==> config.mk <==
export PLATFORM = sky130hd
export DESIGN_NAME = length_prefixed_frame_parser
export DESIGN_NICKNAME = d
export VERILOG_FILES = /design/src/hw/rtl/lpfp_pkg.sv /design/src/hw/rtl/lpfp_core.sv /design/src/hw/rtl/length_prefixed_frame_parser.sv
export SDC_FILE = /design/constraint.sdc
export NUM_CORES = 1
export LEC_CHECK = 0
export BUFFER_PORTS_ARGS = -buffer_cell sky130_fd_sc_hd__buf_2
export CAP_MARGIN = 5
export CORE_ASPECT_RATIO = 2
export CORE_MARGIN = 2
export CORE_UTILIZATION = 40
export CTS_BUF_LIST = sky130_fd_sc_hd__clkbuf_4 sky130_fd_sc_hd__clkbuf_8
export DETAILED_ROUTE_END_ITERATION = 8
export GPL_ROUTABILITY_DRIVEN = 0
export PLACE_DENSITY = 0.63
export SLEW_MARGIN = 20
export SYNTH_ARGS = -nofsm -noshare
export SYNTH_HDL_FRONTEND = slang
export SYNTH_SLANG_ARGS = --single-unit
==> constraint.sdc <==
create_clock -name i_clk -period 7.1 [get_ports i_clk]
set_input_delay 0.355 -clock i_clk [delete_from_list [all_inputs] [get_ports i_clk]]
set_output_delay 0.355 -clock i_clk [all_outputs]
set_load 0.01 [all_outputs]
==> src/hw/rtl/lpfp_pkg.sv <==
`timescale 1ns / 1ps
// Shared types and constants for the length-prefixed frame parser.
// No dependencies; imported by lpfp_core and length_prefixed_frame_parser.

package lpfp_pkg;

    localparam int unsigned BYTE_W   = 8;
    localparam int unsigned WORD_W   = 32;
    localparam int unsigned SHIFT_W  = 24;
    localparam int unsigned POS_W    = 4;
    localparam int unsigned CFG_IDX_W = 2;

    // header byte positions
    localparam logic [POS_W-1:0] POS_MAGIC_FIRST  = 4'd0;
    localparam logic [POS_W-1:0] POS_MAGIC_MID    = 4'd2;
    localparam logic [POS_W-1:0] POS_MAGIC_LAST   = 4'd3;
    localparam logic [POS_W-1:0] POS_VERSION      = 4'd4;
    localparam logic [POS_W-1:0] POS_TYPE         = 4'd5;
    localparam logic [POS_W-1:0] POS_LENGTH_FIRST = 4'd6;
    localparam logic [POS_W-1:0] POS_LENGTH_MID   = 4'd8;
    localparam logic [POS_W-1:0] POS_LENGTH_LAST  = 4'd9;
    localparam logic [POS_W-1:0] HDR_BYTES        = 4'd10;

    // configuration register indexes
    localparam logic [CFG_IDX_W-1:0] CFG_MAGIC   = 2'd0;
    localparam logic [CFG_IDX_W-1:0] CFG_VERSION = 2'd1;
    localparam logic [CFG_IDX_W-1:0] CFG_MAX_LEN = 2'd2;

    localparam logic [WORD_W-1:0] RST_MAGIC   = 32'd0;
    localparam logic [BYTE_W-1:0] RST_VERSION = 8'd1;
    localparam logic [WORD_W-1:0] RST_MAX_LEN = 32'd65536;

    typedef enum logic [1:0] {
        KIND_HEADER  = 2'd0,
        KIND_PAYLOAD = 2'd1,
        KIND_ERROR   = 2'd2
    } t_kind;

    typedef enum logic [1:0] {
        ERR_MAGIC   = 2'd0,
        ERR_VERSION = 2'd1,
        ERR_LENGTH  = 2'd2
    } t_err;

    typedef struct packed {
        logic [WORD_W-1:0] magic;
        logic [BYTE_W-1:0] version;
        logic [WORD_W-1:0] max_len;
    } t_cfg;

    typedef struct packed {
        t_kind             kind;
        logic [BYTE_W-1:0] frame_type;
        logic [WORD_W-1:0] length;
        logic [BYTE_W-1:0] data;
        logic              frame_end;
        t_err              err;
    } t_result;

endpackage

==> src/hw/rtl/lpfp_core.sv <==
`timescale 1ns / 1ps
// Parser state and per-byte step logic: header collection, checks, payload count.
// Depends on lpfp_pkg.

module lpfp_core
    import lpfp_pkg::*;
(
    input  logic              i_clk,
    input  logic              i_rst_n,
    input  logic              i_step,
    input  logic [BYTE_W-1:0] i_byte,
    input  t_cfg              i_cfg,
    output logic              o_emit,
    output t_result           o_result
);

    logic                r_in_payload,  n_in_payload;
    logic [POS_W-1:0]    r_hdr_pos,     n_hdr_pos;
    logic [SHIFT_W-1:0]  r_magic_shift, n_magic_shift;
    logic [SHIFT_W-1:0]  r_len_shift,   n_len_shift;
    logic [BYTE_W-1:0]   r_type_held,   n_type_held;
    logic [WORD_W-1:0]   r_len_held,    n_len_held;
    logic [WORD_W-1:0]   r_remaining,   n_remaining;

    logic [POS_W-1:0]    pos;
    logic [WORD_W-1:0]   magic_word;
    logic [WORD_W-1:0]   len_word;
    logic                last_byte;

    assign pos        = (r_hdr_pos >= HDR_BYTES) ? POS_MAGIC_FIRST : r_hdr_pos;
    assign magic_word = {r_magic_shift, i_byte};
    assign len_word   = {r_len_shift, i_byte};
    assign last_byte  = (r_remaining <= 32'd1);

    always_comb begin
        n_in_payload  = r_in_payload;
        n_hdr_pos     = r_hdr_pos;
        n_magic_shift = r_magic_shift;
        n_len_shift   = r_len_shift;
        n_type_held   = r_type_held;
        n_len_held    = r_len_held;
        n_remaining   = r_remaining;
        o_emit        = 1'b0;
        o_result      = '{kind: KIND_HEADER, frame_type: '0, length: '0, data: '0,
                          frame_end: 1'b0, err: ERR_MAGIC};

        if (r_in_payload) begin
            o_emit              = 1'b1;
            o_result.kind       = KIND_PAYLOAD;
            o_result.frame_type = r_type_held;
            o_result.length     = r_len_held;
            o_result.data       = i_byte;
            o_result.frame_end  = last_byte;
            if (last_byte) begin
                n_remaining   = '0;
                n_in_payload  = 1'b0;
                n_hdr_pos     = POS_MAGIC_FIRST;
                n_magic_shift = '0;
                n_len_shift   = '0;
            end else begin
                n_remaining = r_remaining - 32'd1;
            end
        end else begin
            n_hdr_pos = pos + 4'd1;
            unique case (pos) inside
                [POS_MAGIC_FIRST:POS_MAGIC_MID]: begin
                    n_magic_shift = {r_magic_shift[SHIFT_W-BYTE_W-1:0], i_byte};
                end
                POS_MAGIC_LAST: begin
                    if (magic_word != i_cfg.magic) begin
                        o_emit        = 1'b1;
                        o_result.kind = KIND_ERROR;
                        o_result.err  = ERR_MAGIC;
                        n_hdr_pos     = POS_MAGIC_FIRST;
                        n_magic_shift = '0;
                        n_len_shift   = '0;
                    end
                end
                POS_VERSION: begin
                    if (i_byte != i_cfg.version) begin
                        o_emit        = 1'b1;
                        o_result.kind = KIND_ERROR;
                        o_result.err  = ERR_VERSION;
                        n_hdr_pos     = POS_MAGIC_FIRST;
                        n_magic_shift = '0;
                        n_len_shift   = '0;
                    end
                end
                POS_TYPE: begin
                    n_type_held = i_byte;
                end
                [POS_LENGTH_FIRST:POS_LENGTH_MID]: begin
                    n_len_shift = {r_len_shift[SHIFT_W-BYTE_W-1:0], i_byte};
                end
                POS_LENGTH_LAST: begin
                    o_emit              = 1'b1;
                    o_result.frame_type = r_type_held;
                    o_result.length     = len_word;
                    n_hdr_pos           = POS_MAGIC_FIRST;
                    n_magic_shift       = '0;
                    n_len_shift         = '0;
                    if (len_word > i_cfg.max_len) begin
                        o_result.kind = KIND_ERROR;
                        o_result.err  = ERR_LENGTH;
                    end else begin
                        o_result.kind      = KIND_HEADER;
                        o_result.frame_end = (len_word == '0);
                        n_len_held         = len_word;
                        n_remaining        = len_word;
                        n_in_payload       = (len_word != '0);
                    end
                end
                default: begin
                    n_hdr_pos     = POS_MAGIC_FIRST;
                    n_magic_shift = '0;
                    n_len_shift   = '0;
                end
            endcase
        end
    end

    always_ff @(posedge i_clk) begin
        if (!i_rst_n) begin
            r_in_payload  <= 1'b0;
            r_hdr_pos     <= POS_MAGIC_FIRST;
            r_magic_shift <= '0;
            r_len_shift   <= '0;
            r_type_held   <= '0;
            r_len_held    <= '0;
            r_remaining   <= '0;
        end else if (i_step) begin
            r_in_payload  <= n_in_payload;
            r_hdr_pos     <= n_hdr_pos;
            r_magic_shift <= n_magic_shift;
            r_len_shift   <= n_len_shift;
            r_type_held   <= n_type_held;
            r_len_held    <= n_len_held;
            r_remaining   <= n_remaining;
        end
    end

    ap_pos_in_range: assert property (@(posedge i_clk) disable iff (!i_rst_n)
        r_hdr_pos <= HDR_BYTES - 4'd1)
        else $error("header position out of range");

    ap_payload_pos_zero: assert property (@(posedge i_clk) disable iff (!i_rst_n)
        r_in_payload |-> (r_hdr_pos == POS_MAGIC_FIRST) && (r_remaining != '0))
        else $error("payload state with stale header position or zero count");

    ap_payload_end: assert property (@(posedge i_clk) disable iff (!i_rst_n)
        i_step && r_in_payload && last_byte |=> !r_in_payload)
        else $error("payload did not end on last byte");

endmodule

==> src/hw/rtl/length_prefixed_frame_parser.sv <==
`timescale 1ns / 1ps
// Top level of the length-prefixed frame parser: input register, output register,
// configuration registers. Depends on lpfp_pkg and lpfp_core.
//
// Usage:
//   Input channel  i_valid / o_stall / i_rx_byte: one stream byte per request.
//   Output channel o_valid / i_stall / o_result_kind ... o_error_code: one result
//   per request. A request moves when valid is high and stall is low.
//   Config channel i_cfg_valid / o_cfg_ready / i_cfg_index / i_cfg_data; ready is
//   always high. Index 0 magic, 1 version, 2 max payload length; 3 is ignored.
//   Write configuration only while the parser is idle.
// Timing:
//   A byte is captured in the input register, then parsed by the step logic; its
//   result, if any, is registered in the output register. One byte per cycle is
//   sustained while the output is not stalled: the step logic is a 32-bit compare
//   and decrement between the input and output registers. Header bytes that give
//   no result never wait on the output register.
// Reset (synchronous, active low): both channels empty, header search at byte 0,
//   configuration back to magic 0, version 1, max length 65536.
// Stall: while the receiver stalls a full output register, a byte that would give
//   a result holds in the input register and o_stall rises; nothing is dropped.

module length_prefixed_frame_parser
    import lpfp_pkg::*;
(
    input  logic                 i_clk,
    input  logic                 i_rst_n,

    input  logic                 i_valid,
    output logic                 o_stall,
    input  logic [BYTE_W-1:0]    i_rx_byte,

    output logic                 o_valid,
    input  logic                 i_stall,
    output logic [1:0]           o_result_kind,
    output logic [BYTE_W-1:0]    o_message_type,
    output logic [WORD_W-1:0]    o_payload_length,
    output logic [BYTE_W-1:0]    o_data_byte,
    output logic                 o_frame_end,
    output logic [1:0]           o_error_code,

    input  logic                 i_cfg_valid,
    output logic                 o_cfg_ready,
    input  logic [CFG_IDX_W-1:0] i_cfg_index,
    input  logic [WORD_W-1:0]    i_cfg_data
);

    logic              r_in_valid;
    logic [BYTE_W-1:0] r_in_byte;
    logic              r_out_valid;
    t_result           r_out;
    t_cfg              r_cfg;

    logic              emit;
    t_result           result;
    logic              out_free;
    logic              step;
    logic              in_take;

    lpfp_core u_core (
        .i_clk    (i_clk),
        .i_rst_n  (i_rst_n),
        .i_step   (step),
        .i_byte   (r_in_byte),
        .i_cfg    (r_cfg),
        .o_emit   (emit),
        .o_result (result)
    );

    assign out_free = !r_out_valid || !i_stall;
    assign step     = r_in_valid && (!emit || out_free);
    assign o_stall  = r_in_valid && !step;
    assign in_take  = i_valid && !o_stall;

    always_ff @(posedge i_clk) begin
        if (!i_rst_n) begin
            r_in_valid <= 1'b0;
        end else if (in_take) begin
            r_in_valid <= 1'b1;
        end else if (step) begin
            r_in_valid <= 1'b0;
        end
    end

    always_ff @(posedge i_clk) begin
        if (in_take) begin
            r_in_byte <= i_rx_byte;
        end
    end

    always_ff @(posedge i_clk) begin
        if (!i_rst_n) begin
            r_out_valid <= 1'b0;
        end else if (step && emit) begin
            r_out_valid <= 1'b1;
        end else if (!i_stall) begin
            r_out_valid <= 1'b0;
        end
    end

    always_ff @(posedge i_clk) begin
        if (step && emit) begin
            r_out <= result;
        end
    end

    assign o_cfg_ready = 1'b1;

    always_ff @(posedge i_clk) begin
        if (!i_rst_n) begin
            r_cfg.magic   <= RST_MAGIC;
            r_cfg.version <= RST_VERSION;
            r_cfg.max_len <= RST_MAX_LEN;
        end else if (i_cfg_valid && o_cfg_ready) begin
            unique case (i_cfg_index)
                CFG_MAGIC:   r_cfg.magic   <= i_cfg_data;
                CFG_VERSION: r_cfg.version <= i_cfg_data[BYTE_W-1:0];
                CFG_MAX_LEN: r_cfg.max_len <= i_cfg_data;
                default: begin
                end
            endcase
        end
    end

    assign o_valid          = r_out_valid;
    assign o_result_kind    = r_out.kind;
    assign o_message_type   = r_out.frame_type;
    assign o_payload_length = r_out.length;
    assign o_data_byte      = r_out.data;
    assign o_frame_end      = r_out.frame_end;
    assign o_error_code     = r_out.err;

    ap_stall_needs_byte: assert property (@(posedge i_clk) disable iff (!i_rst_n)
        o_stall |-> r_in_valid && emit && r_out_valid && i_stall)
        else $error("input stalled without a blocked result");

    ap_stalled_byte_held: assert property (@(posedge i_clk) disable iff (!i_rst_n)
        o_stall |=> r_in_valid && $stable(r_in_byte))
        else $error("stalled input byte lost");

    ap_error_not_end: assert property (@(posedge i_clk) disable iff (!i_rst_n)
        o_valid && (o_result_kind == KIND_ERROR) |-> !o_frame_end && (o_data_byte == '0))
        else $error("error result with frame end or data");

    ap_code_only_on_error: assert property (@(posedge i_clk) disable iff (!i_rst_n)
        o_valid && (o_result_kind != KIND_ERROR) |-> (o_error_code == ERR_MAGIC))
        else $error("error code set on non-error result");

endmodule

# Word-level counts from Yosys, hierarchy flattened
# Cells that the tools add are included.
# word_totals
latch_bits	0
wordCells	115
romBits	0
out_inout_bits	56
memories	0
inputBits	47
ramBits	0
regBits	260
# classes
eq_ne	15
n_reduce_logical	30
add_sub_neg	2
n_bitwise	2
mux	40
mul	0
div_mod_pow	0
shifts	0
magnitude_cmp	7
# ops
cell	n
24-bit case mux with 4 select lines	2
32-bit two-way mux	4
24-bit two-way mux	5
40-bit two-way mux	2
32-bit greater-than comparator	1
32-bit by 1-bit <= comparator with 1-bit output, second input constant	1
32-bit zero test	1
32-bit inequality test	1
32-bit nonzero test	1
32-bit by 1-bit subtractor with 32-bit output, second input constant	1
4-bit two-way mux	5
1-bit two-way mux	15
4-bit case mux with 3 select lines	1
5-bit AND reduction	2
4-bit by 3-bit equality test with 1-bit output, second input constant	2
2-bit by 1-bit inequality test with 1-bit output, second input constant	4
8-bit inequality test	1
2-bit AND reduction	4
1-bit logical AND	6
2-bit two-way mux	3
3-bit by 2-bit inequality test with 1-bit output, second input constant	2
2-bit case mux with 3 select lines	1
3-bit AND reduction	2
1-bit zero test	5
other kinds (20)	24

# Depth between registers and ports, before layout
# depth
word_depth	13
ltp_mapped	15
mapped_depth_nobuf	11

# By module
# Synthesis repeated with hierarchy kept, for this count alone.
# hier_totals
cells_unflattened	1346
area_unflattened_um2	12632.1
# modules_own_cells
module	seq_area_each_um2	instances	area_each_um2	cells_each
lpfp_core	2502.4	1	7966.4	1000
length_prefixed_frame_parser	3313.2	1	4665.7	346

# Worst setup path before layout
# No wires, ideal clock.
# synth_path
kind	register -> register
start	register u_core.r_hdr_pos[3]
end	register r_out (netlist bit o_data_byte[0]) (enable)
path_stages_with_launch	14
path_buffers	4
arrival_ps	4487
t_required_ps	6634
period_less_slack_ps	4953
slack_ps	2147
setup_time_ps	466
cell_sequence	dfxtp_1 buf_2 o21ai_0 nand2_1 inv_1 ha_1 and4bb_1 nor2_1 clkbuf_1 a41o_1 nor2_1 buf_1 clkbuf_1 nor2_1
# synth_between
elab_chain_len	9
elab_cells_between_ends	11
cone_classes	1 x order compare; 3 x eq/ne; 3 x mux; 4 x reduce/logical
# synth_rtl
element	line_no	text
start, declared	lpfp_core.sv:18	logic [POS_W-1:0] r_hdr_pos, n_hdr_pos;
start signal, assigned	lpfp_core.sv:133	r_hdr_pos <= n_hdr_pos;
4-bit >= comparator	lpfp_core.sv:30	assign pos = (r_hdr_pos >= HDR_BYTES) ? POS_MAGIC_FIRST : r_hdr_pos;
4-bit two-way mux *	lpfp_core.sv:30	
4-bit equality test (no line), or another cell as far along	n/a	
1-bit case mux with 3 select lines *	lpfp_core.sv:65	unique case (pos) inside
1-bit two-way mux *	lpfp_core.sv:47	if (r_in_payload) begin
1-bit zero test	length_prefixed_frame_parser.sv:71	assign step = r_in_valid && (!emit || out_free);
1-bit logical OR	length_prefixed_frame_parser.sv:71	
1-bit logical AND	length_prefixed_frame_parser.sv:71	
1-bit logical AND *	length_prefixed_frame_parser.sv:102	if (step && emit) begin
end signal, assigned	length_prefixed_frame_parser.sv:103	r_out <= result;
end, declared	length_prefixed_frame_parser.sv:51	t_result r_out;
# Mark *: on every way between the ends. The rest lies on a longest branch, timed or not.
# A chain may end at the register's enable or synchronous reset.

# Final worst setup path
# layout_path
start	register u_core.r_hdr_pos[3]
end	register u_core.r_len_held[25]
# layout_between
elab_chain_len	9
elab_cells_between_ends	11
cone_classes	1 x order compare; 3 x eq/ne; 3 x mux; 4 x reduce/logical
# layout_rtl
element	line_no	text
4-bit >= comparator	lpfp_core.sv:30	
4-bit two-way mux *	lpfp_core.sv:30	
4-bit equality test (no line), or another cell as far along	n/a	
1-bit case mux with 3 select lines	lpfp_core.sv:65	
1-bit two-way mux	lpfp_core.sv:47	
1-bit zero test	length_prefixed_frame_parser.sv:71	
1-bit logical OR	length_prefixed_frame_parser.sv:71	
1-bit logical AND	length_prefixed_frame_parser.sv:71	
4-bit AND reduction (no line) *	n/a	
end signal, assigned	lpfp_core.sv:137	r_len_held <= n_len_held;
end, declared	lpfp_core.sv:22	logic [WORD_W-1:0] r_len_held, n_len_held;
# Marked as above.

==> impl_metrics.ini <==
[die]
num_rows = 91
die_w_um = 128
boundaryPins = 103
die-height_um = 253
core_sq_um = 30600
floorplan.die_area_sq_um = 32400
initial_core_util_pct = 40.3

[detailed_routing]
route.vias.total = 10200
dr.pass1.iters = 5
remaining_drc_errors = 0
route.detailed.vias_per_inst = 5.57
route.antenna.remaining_nets = 0
wl_per_cell_um = 19.2
drt_iter0_drc = 781
routed_wirelength_um = 35300

[global_route]
antenna_found_initial = 0
grt_use_total_pct = 21.7
grt_overflow_total = 0
wire_length_of_the_first_global_routing_pass_um = 55000
number_of_global_route_vias_before_repair = 9990
grt_start_max_net_pins = 93

[timing]
summed_negative_setup_slack_over_all_endpoints_ps = 0
clock_skew_ps = 12.8
worst_slew_pin_slew_ps = 1020
holdWs_ps = 44.1
maxSlewViolCount = 0
fmaxAchievable_mhz = 220
final-setup-viol-count = 0
timing_hold_violations_final = 0
min_period_over_period_pct = 64.1
timing.final.crit_period_ps = 4550
rsz0062_at_grt = false
slew_headroom_pct = 31.9

[clock_tree]
post_cts.resized_instances = 0
clock-root-buffer = sky130_fd_sc_hd__clkbuf_8
clock_sinks = 260
worstSkewPairLatency_ps = 560
clk_pin_slew_worst_paths_ps = 60
hold_buffers = 8
cts_htree_levels = 2
clock_tree_from_tritoncts = built
cts_max_path_buffers = 3
cts.repair_timing.setup_buffer_count = 0
cts-buffers-inserted = 40

[synth]
number_of_synthesized_flops_with_an_enable_pin = 61
yosysWarnings = 0
yosys-top-cells-area = sky130_fd_sc_hd__dfxtp_1 (32%), sky130_fd_sc_hd__edfxtp_1 (15%), sky130_fd_sc_hd__nand2_1 (9.6%)
post_synth_inst_count = 1360
ys.flop_type = sky130_fd_sc_hd__dfxtp_1
synth.distinct_cells = 70
synth_sequential_area_ratio_pct = 47.1
mean_instance_size_in_the_synthesized_netlist_sq_um = 9.08
synth_area_sq_um = 12400
synth_largest_type_area_fraction_pct = 32.2
synth_area_leader_cell = sky130_fd_sc_hd__dfxtp_1
async_flop_share_pct = 0
syn-num-nets = 1445
yosys_register_bits = 260

[min_path]
hold_path.class = input port to register

[critical_path]
crit_type = register to register
endpoint_kind = register
reg2reg_slack_ps = 2550
critical_path_required_ps = 7560
arrival_ps = 5020
worst-path-max-fanout = 32
critPathLaunchType = register

[power]
p_leak_nw = 5.67
vdd.ir_drop.worst_mv = 0.148
power.density_cell_area_nw_per_um2 = 231

[job]
drv.max_cap_violation_count = 0

[layout]
final_common_cell = sky130_fd_sc_hd__nand2_1
diodes = 0
num-nets-final = 1517
drive_above_1_share_pct = 13.6
flow.area_growth_from_synthesis_pct = 12.6
layout_common_cells = sky130_fd_sc_hd__nand2_1 (315), sky130_fd_sc_hd__dfxtp_1 (198), sky130_fd_sc_hd__mux2i_1 (103), sky130_fd_sc_hd__buf_2 (100), sky130_fd_sc_hd__a21oi_1 (86)

[placed_design]
io_buffer_count = 101
detailed_place_hpwl_um = 24100

[status]
run_status = complete, no violations
-- report_power, final --
group	total [mW]	switching [mW]	internal, mW
clock network	1.26	0.581	0.683
registers	1.59	0.0427	1.55
logic	0.355	0.235	0.119
-- flip-flops by register name, indices dropped and copies added (netlist names) --
name	cells
u_core.r_type_held	8
o_result_kind	2
r_in_valid	1
r_in_byte	8
u_core.r_hdr_pos	4
o_error_code	2
o_valid	1
u_core.r_remaining	32
o_data_byte	8
u_core.r_len_shift	24
r_cfg	72
u_core.r_len_held	32
o_payload_length	32
o_message_type	8
o_frame_end	1
u_core.r_magic_shift	24
u_core.r_in_payload	1
-- through the flow --
| step | util (%) | power (mW) | instance area [sq um] | cells | setup slack [ps] |
|---|---|---|---|---|---|
| floorplan | - | 1.86 | 12400 | 1360 | 2150 |
| global placement | 42.5 | 1.97 | 13000 | 1754 | 2510 |
| detailed placement | 42.5 | 1.97 | 13000 | 1754 | 2620 |
| CTS | 45.4 | 3.24 | 13900 | 1835 | 2610 |
| global route | 45.4 | 3.35 | 13900 | 1835 | 2240 |
| finish | 45.4 | 3.21 | 13900 | 1835 | 2550 |
-- logic make-up (layout without fill, tap and decap cells) --
family | after synthesis | count (layout) | synth area share, %
xor+xnor | 47 | 47 | 3.33
mux | 103 | 103 | 8.35
other cells | 1 | 1 | 0.0304
fa+ha+maj | 38 | 38 | 3.85
compound gates | 243 | 243 | 13.0
buf+inv | 142 | 245 | 4.90
simple gates | 526 | 526 | 19.5
flops | 260 | 260 | 47.1
-- layout make-up --
class                      count  area [sq um]
clock inverter                11          55.1
inverter                      52           195
clock buffer                  62           759
fill                        2903         16700
multi-input combinational    958          5950
tap                          372           465
sequential                   260          5820
timing repair buffer         120           671
-- synth_stat cells (4+ instances only) --
cell	number
sky130_fd_sc_hd__a21o_1	4
sky130_fd_sc_hd__or3_1	4
sky130_fd_sc_hd__a32o_1	5
sky130_fd_sc_hd__edfxtp_1	61
sky130_fd_sc_hd__nor3_1	19
sky130_fd_sc_hd__nand2b_1	4
sky130_fd_sc_hd__buf_2	10
sky130_fd_sc_hd__o22ai_1	5
sky130_fd_sc_hd__o311ai_0	17
sky130_fd_sc_hd__buf_6	7
sky130_fd_sc_hd__a21oi_1	86
sky130_fd_sc_hd__nor2_1	46
sky130_fd_sc_hd__mux2i_1	103
sky130_fd_sc_hd__nand3b_1	4
sky130_fd_sc_hd__nand4_1	13
sky130_fd_sc_hd__buf_1	6
sky130_fd_sc_hd__xor2_1	44
sky130_fd_sc_hd__nor2b_1	27
sky130_fd_sc_hd__a22o_1	20
sky130_fd_sc_hd__o31ai_1	11
sky130_fd_sc_hd__and2_1	15
sky130_fd_sc_hd__inv_1	51
sky130_fd_sc_hd__nor4_1	35
sky130_fd_sc_hd__or4_1	5
sky130_fd_sc_hd__clkbuf_1	65
sky130_fd_sc_hd__dfxtp_1	199
sky130_fd_sc_hd__nand3_1	24
sky130_fd_sc_hd__o21a_1	5
sky130_fd_sc_hd__ha_1	38
sky130_fd_sc_hd__a211oi_1	4
sky130_fd_sc_hd__nand2_1	315
sky130_fd_sc_hd__a31oi_1	7
sky130_fd_sc_hd__o21ai_1	14
sky130_fd_sc_hd__o21ai_0	33
-- critical path, cell delays in order, from the launching register on --
cell and delay, ps:
sky130_fd_sc_hd__dfxtp_1 480, sky130_fd_sc_hd__o21ai_0 180, sky130_fd_sc_hd__nand2_1 170, sky130_fd_sc_hd__inv_1 80
sky130_fd_sc_hd__ha_1 240, sky130_fd_sc_hd__and4bb_2 460, sky130_fd_sc_hd__nor2_1 590, sky130_fd_sc_hd__nand2_1 140
sky130_fd_sc_hd__nor4b_2 250, sky130_fd_sc_hd__nor2_1 80, sky130_fd_sc_hd__buf_4 240, sky130_fd_sc_hd__or4_2 1150
sky130_fd_sc_hd__mux2i_1 340
-- path summary, 6_finish.rpt --
path | start | endpoint | depth (start not counted)
setup / recovery | u_core.r_hdr_pos[3] | u_core.r_len_held[25] | 12
hold / removal | i_cfg_data[10] | r_cfg[50] | 3
setup reg to reg | u_core.r_hdr_pos[3] | u_core.r_len_held[25] | 12
hold reg to reg | r_cfg[8] | r_cfg[8] | 2
-- layer usage --
metal	wire length, um	track usage [%]
met1	15000	27.5
met2	16800	36.2
met3	1960	3.30
met4	1510	10.1
met5	0	0
Power figures use the tool's default switching activity.
